==> src/rtl/fdf_pkg.sv <==
// shared constants, codes and control/status types of the frame buffer flush core
// no dependencies
`default_nettype none

package fdf_pkg;

   // panel geometry (width and buffer size are powers of two)
   localparam int DISPLAY_WIDTH  = 128;
   localparam int DISPLAY_HEIGHT = 64;
   localparam int BUFFER_BYTES   = 1024;

   localparam int HALF_COLS  = DISPLAY_WIDTH / 2;
   localparam int HALF_BYTES = BUFFER_BYTES / 2;
   localparam int IDX_W      = $clog2(BUFFER_BYTES);
   localparam int COL_W      = $clog2(HALF_COLS);
   localparam int PAGE_W     = IDX_W - 1 - COL_W;
   localparam int SUM_W      = 16;

   localparam int KIND_W   = 3;
   localparam int RKIND_W  = 2;
   localparam int COORD_W  = 8;
   localparam int BYTE_W   = 8;
   localparam int STEP_W   = 6;

   // panel command bytes
   localparam logic [BYTE_W-1:0] CMD_PAGE = 8'hB8;
   localparam logic [BYTE_W-1:0] CMD_ADDR = 8'h40;

   // request kinds
   localparam logic [KIND_W-1:0] KIND_SET        = 3'd0;
   localparam logic [KIND_W-1:0] KIND_READ       = 3'd1;
   localparam logic [KIND_W-1:0] KIND_CLEAR_BACK = 3'd2;
   localparam logic [KIND_W-1:0] KIND_CLEAR_BOTH = 3'd3;
   localparam logic [KIND_W-1:0] KIND_FLUSH      = 3'd4;

   // result kinds
   localparam logic [RKIND_W-1:0] RK_COMMAND = 2'd0;
   localparam logic [RKIND_W-1:0] RK_DATA    = 2'd1;
   localparam logic [RKIND_W-1:0] RK_PIXEL   = 2'd2;
   localparam logic [RKIND_W-1:0] RK_DONE    = 2'd3;

   // one-hot result steps, emitted lowest bit first
   localparam logic [STEP_W-1:0] STEP_PIXEL = 6'b000001;
   localparam logic [STEP_W-1:0] STEP_PAGE  = 6'b000010;
   localparam logic [STEP_W-1:0] STEP_ADDR0 = 6'b000100;
   localparam logic [STEP_W-1:0] STEP_ADDRC = 6'b001000;
   localparam logic [STEP_W-1:0] STEP_DATA  = 6'b010000;
   localparam logic [STEP_W-1:0] STEP_DONE  = 6'b100000;

   typedef struct packed {
      logic accept;   // latch the request, memories read this edge
      logic exec;     // act on the read data
      logic emit;     // load the next result into the output register
      logic sweep;    // zero one byte per cycle
   } ctrl_cmd_type;

   typedef struct packed {
      logic exec_results;  // the request being executed produces results
      logic exec_sweep;    // the request being executed is a clear
      logic emit_last;     // the pending result is the final one
      logic out_free;      // output register can take a result
      logic sweep_done;    // sweep is at the final byte
   } dpath_sts_type;

endpackage

`default_nettype wire

==> src/rtl/fdf_ctrl.sv <==
// controller state machine of the frame buffer flush core
// depends on fdf_pkg
`default_nettype none

module fdf_ctrl
   import fdf_pkg::*;
(
   input  logic          clock,
   input  logic          reset,
   input  logic          req_valid,
   output logic          req_stall,
   input  dpath_sts_type sts,
   output ctrl_cmd_type  cmd
);

   localparam logic [1:0] ST_SWEEP = 2'd0;
   localparam logic [1:0] ST_IDLE  = 2'd1;
   localparam logic [1:0] ST_EXEC  = 2'd2;
   localparam logic [1:0] ST_EMIT  = 2'd3;

   logic [1:0] state_ff;
   logic [1:0] state_in;

   always_comb begin
      state_in   = state_ff;
      cmd        = '0;
      req_stall  = 1'b1;
      unique case (state_ff)
         ST_SWEEP: begin
            cmd.sweep = 1'b1;
            if (sts.sweep_done) begin
               state_in = ST_IDLE;
            end
         end
         ST_IDLE: begin
            req_stall  = 1'b0;
            cmd.accept = req_valid;
            if (req_valid) begin
               state_in = ST_EXEC;
            end
         end
         ST_EXEC: begin
            cmd.exec = 1'b1;
            if (sts.exec_sweep) begin
               state_in = ST_SWEEP;
            end else if (sts.exec_results) begin
               state_in = ST_EMIT;
            end else begin
               state_in = ST_IDLE;
            end
         end
         ST_EMIT: begin
            if (sts.out_free) begin
               cmd.emit = 1'b1;
               if (sts.emit_last) begin
                  state_in = ST_IDLE;
               end
            end
         end
         default: begin
            state_in = ST_IDLE;
         end
      endcase
   end

   // reset starts with a sweep that zeroes both stores
   always_ff @(posedge clock) begin
      if (reset) begin
         state_ff <= ST_SWEEP;
      end else begin
         state_ff <= state_in;
      end
   end

endmodule

`default_nettype wire

==> config.mk <==
export PLATFORM = sky130hd
export DESIGN_NAME = fdf_ctrl
export DESIGN_NICKNAME = d
export VERILOG_FILES = /design/src/rtl/fdf_pkg.sv /design/src/rtl/fdf_ctrl.sv
export SDC_FILE = /design/constraint.sdc
export NUM_CORES = 1
export LEC_CHECK = 0
export BUFFER_PORTS_ARGS = -buffer_cell sky130_fd_sc_hd__buf_4
export CAP_MARGIN = 30
export CORE_AREA = 2 2 39 41
export DETAILED_ROUTE_END_ITERATION = 12
export DIE_AREA = 0 0 41 43
export PLACE_DENSITY = 0.38
export SYNTH_ARGS = -nofsm -noshare
export SYNTH_HDL_FRONTEND = slang
export SYNTH_SLANG_ARGS = --single-unit
==> constraint.sdc <==
create_clock -name clock -period 1.3 [get_ports clock]
set_input_delay 0.13 -clock clock [delete_from_list [all_inputs] [get_ports clock]]
set_output_delay 0.13 -clock clock [all_outputs]
set_load 0.03 [all_outputs]
==> metrics.txt <==
post-layout min period ~1.3 ns; worst hold path class in2reg; slowest stage delay, CP between 0.3 and 0.4 ns; Critical Setup Path Class reg2reg; Clk pin slew, worst setup/hold paths about 0.03 ns; detailed-router iteration count before antenna repair 1; CTS tree done; Syn. warnings 0; register bit total from synthesis 2; io pins 13; arrival time at the worst endpoint between 1 and 1.5 ns; Antenna Nets Post-Route 0; flop-to-flop setup slack between 0.04 and 0.05 ns; measured slew at the worst slew-check pin 0.206 ns; max cap viols 0; GRT Resource Usage Total 7.71%; most frequent cells in the layout buf_4 (11), ha_2 (4), nand2b_1 (3), clkbuf_4 (3); Post-DP HPWL between 400 and 500 um; antenna cells 0; initial antenna violation count 0; Final nets 56; Die W between 40 and 50 um; Max Fclk approximately 800 MHz; Pleak around 0.18 nW; routed wire length 583 um; IO buf count 12; mapped cell area ~240 um2; worst hold endpoint state_ff[0]; full die area roughly 1800 um2; Final Skew about 0.0023 ns; post-synth cell types 17; status complete, no violations; worst vdd ir around 0.00028 V; Starting Density about 17%; Pwr Density around 970 nW/um2; fin area ~400 um2; nature of the critical path endpoint flop; Util after Layout approximately 29%; slowest CP cell dfxtp_2; layout cell share with drive strength beyond 1 between 60% and 70%; Biggest register state_ff; Placed Area around 360 um2; Core ar. between 1000 and 1500 um2; hold buffers post-CTS 0; Max-slew headroom between 80% and 90%; CP top delay family flip-flops; area grow syn2layout 67.4%; RSZ-0062 raised after global routing true; commonest non-fill, non-tap cell in the layout buf_4; Fin. Hold Viols 0; Via Count between 200 and 250; critical path, cell by cell inv_1, ha_2, and2b_1, o31ai_1, a21oi_1; DRT iter0 DRCs 0; DRC errors left 0; Bufs and invs on worst path 1; clk_lat worst skew ~0.22 ns; syn nets 38; hold path cells 2; die span in y 43 um; worst r2r src state_ff[0]; H-tree levels 1; worst r2r dst state_ff[0]; final period utilization between 90% and 100%; Root Buffer clkbuf_4; Bufs on Longest Clock Path 2; GP Congestion ~0.81; largest net degree at the start of global routing 7; critical path data required time approximately 1.4 ns; Worst R2R Path Depth 5; vias in the first global route between 200 and 250; first-pass GRT wire length between 800 and 900 um; Synth Instances 26; worst hold start reset; Max FO, Critical Path 4; Final Setup Violations 0; startpoint types flop; sequential-to-total area share from yosys stat around 17%; WL per Instance between 10 and 15 um; Max Slew Vio Count 0; # rows 14; Top Registers state_ff: 2 flops; post-detailed-route via-to-cell ratio about 4.3; CTS buffer count 3; syn avg cell area about 9 um2; max FFs per register 2; GRT overflow 0; clock sinks 2
Yosys cell counts:
master | instances | share of area, %
a21boi_4 | 1 | 7.9
and2_1 | 1 | 2.6
a21oi_1 | 1 | 2.1
ha_1 | 4 | 21
nand2b_1 | 3 | 7.9
inv_1 | 3 | 4.7
nor3_1 | 1 | 2.1
and2_2 | 1 | 3.2
mux2i_1 | 1 | 4.2
and2b_1 | 2 | 6.3
dfxtp_1 | 2 | 17
and3b_1 | 1 | 3.7
nand4_1 | 1 | 2.6
o2111ai_1 | 1 | 3.7
a21bo_2 | 1 | 4.2
o31ai_1 | 1 | 3.2
o32ai_1 | 1 | 3.7
power breakdown:
group          switching, mW  internal [mW]  total, mW
Combinational         0.0923         0.0798      0.172
Sequential           0.00866         0.0710     0.0796
Clock                 0.0343          0.102      0.136
logic make-up (layout without fill, tap and decap cells):
kind of cell,after synthesis,count (layout),share of synthesized area (%)
buf+inv,3,19,4.74
fa+ha+maj,4,4,21.1
flops,2,2,16.8
simple gates,10,10,28.4
compound gates,6,6,24.7
mux,1,1,4.21
area by class of cell:
type,instances,area [um2]
Clock buffer,3,22.5
Fill cell,158,986
Inverter,3,11.3
Multi-Input combinational cell,21,196
Sequential cell,2,42.5
Tap cell,16,20.0
Timing Repair Buffer,13,105
metal layers:
metal	part of all wire, %	wire (um)	global-route usage, %	vias up
met4	1.4	8	8.00	0
met5	0	0	0	-
met1	36	212	6.05	114
li1	-	-	-	125
met3	6.5	38	1.57	2
met2	55	322	13.4	7
how the worst max path moves through the flow:
stage,startpoint,to,cells after the start,slack [ns]
after floorplan,state_ff[0],state_ff[0],5,0.03
after global placement,state_ff[0],state_ff[0],5,-0.009
after detailed placement,state_ff[0],state_ff[0],5,0.008
after CTS,state_ff[1],cmd[1],4,0.02
after global routing,state_ff[1],cmd[3],4,-0.006
final,state_ff[0],state_ff[0],5,0.05
per-stage QoR:
step                power [mW]  setup slack [ns]  setup TNS (ns)  std cells  hold slack [ns]
floorplan                0.187            0.0300               0         26            0.199
global placement         0.252          -0.00931        -0.00931         55            0.310
detailed placement       0.251           0.00805               0         55            0.307
CTS                      0.401            0.0158               0         58           0.0599
global route             0.413          -0.00644        -0.00644         58           0.0709
finish                   0.388            0.0464               0         58           0.0714
what timing repair did:
action                                 CTS  global route
setup endpoints to repair                3             2
gates resized for setup                  6             1
endpoints found under the hold margin    0             0
buffers inserted                         1             0
(Power assumes the default switching activity.)
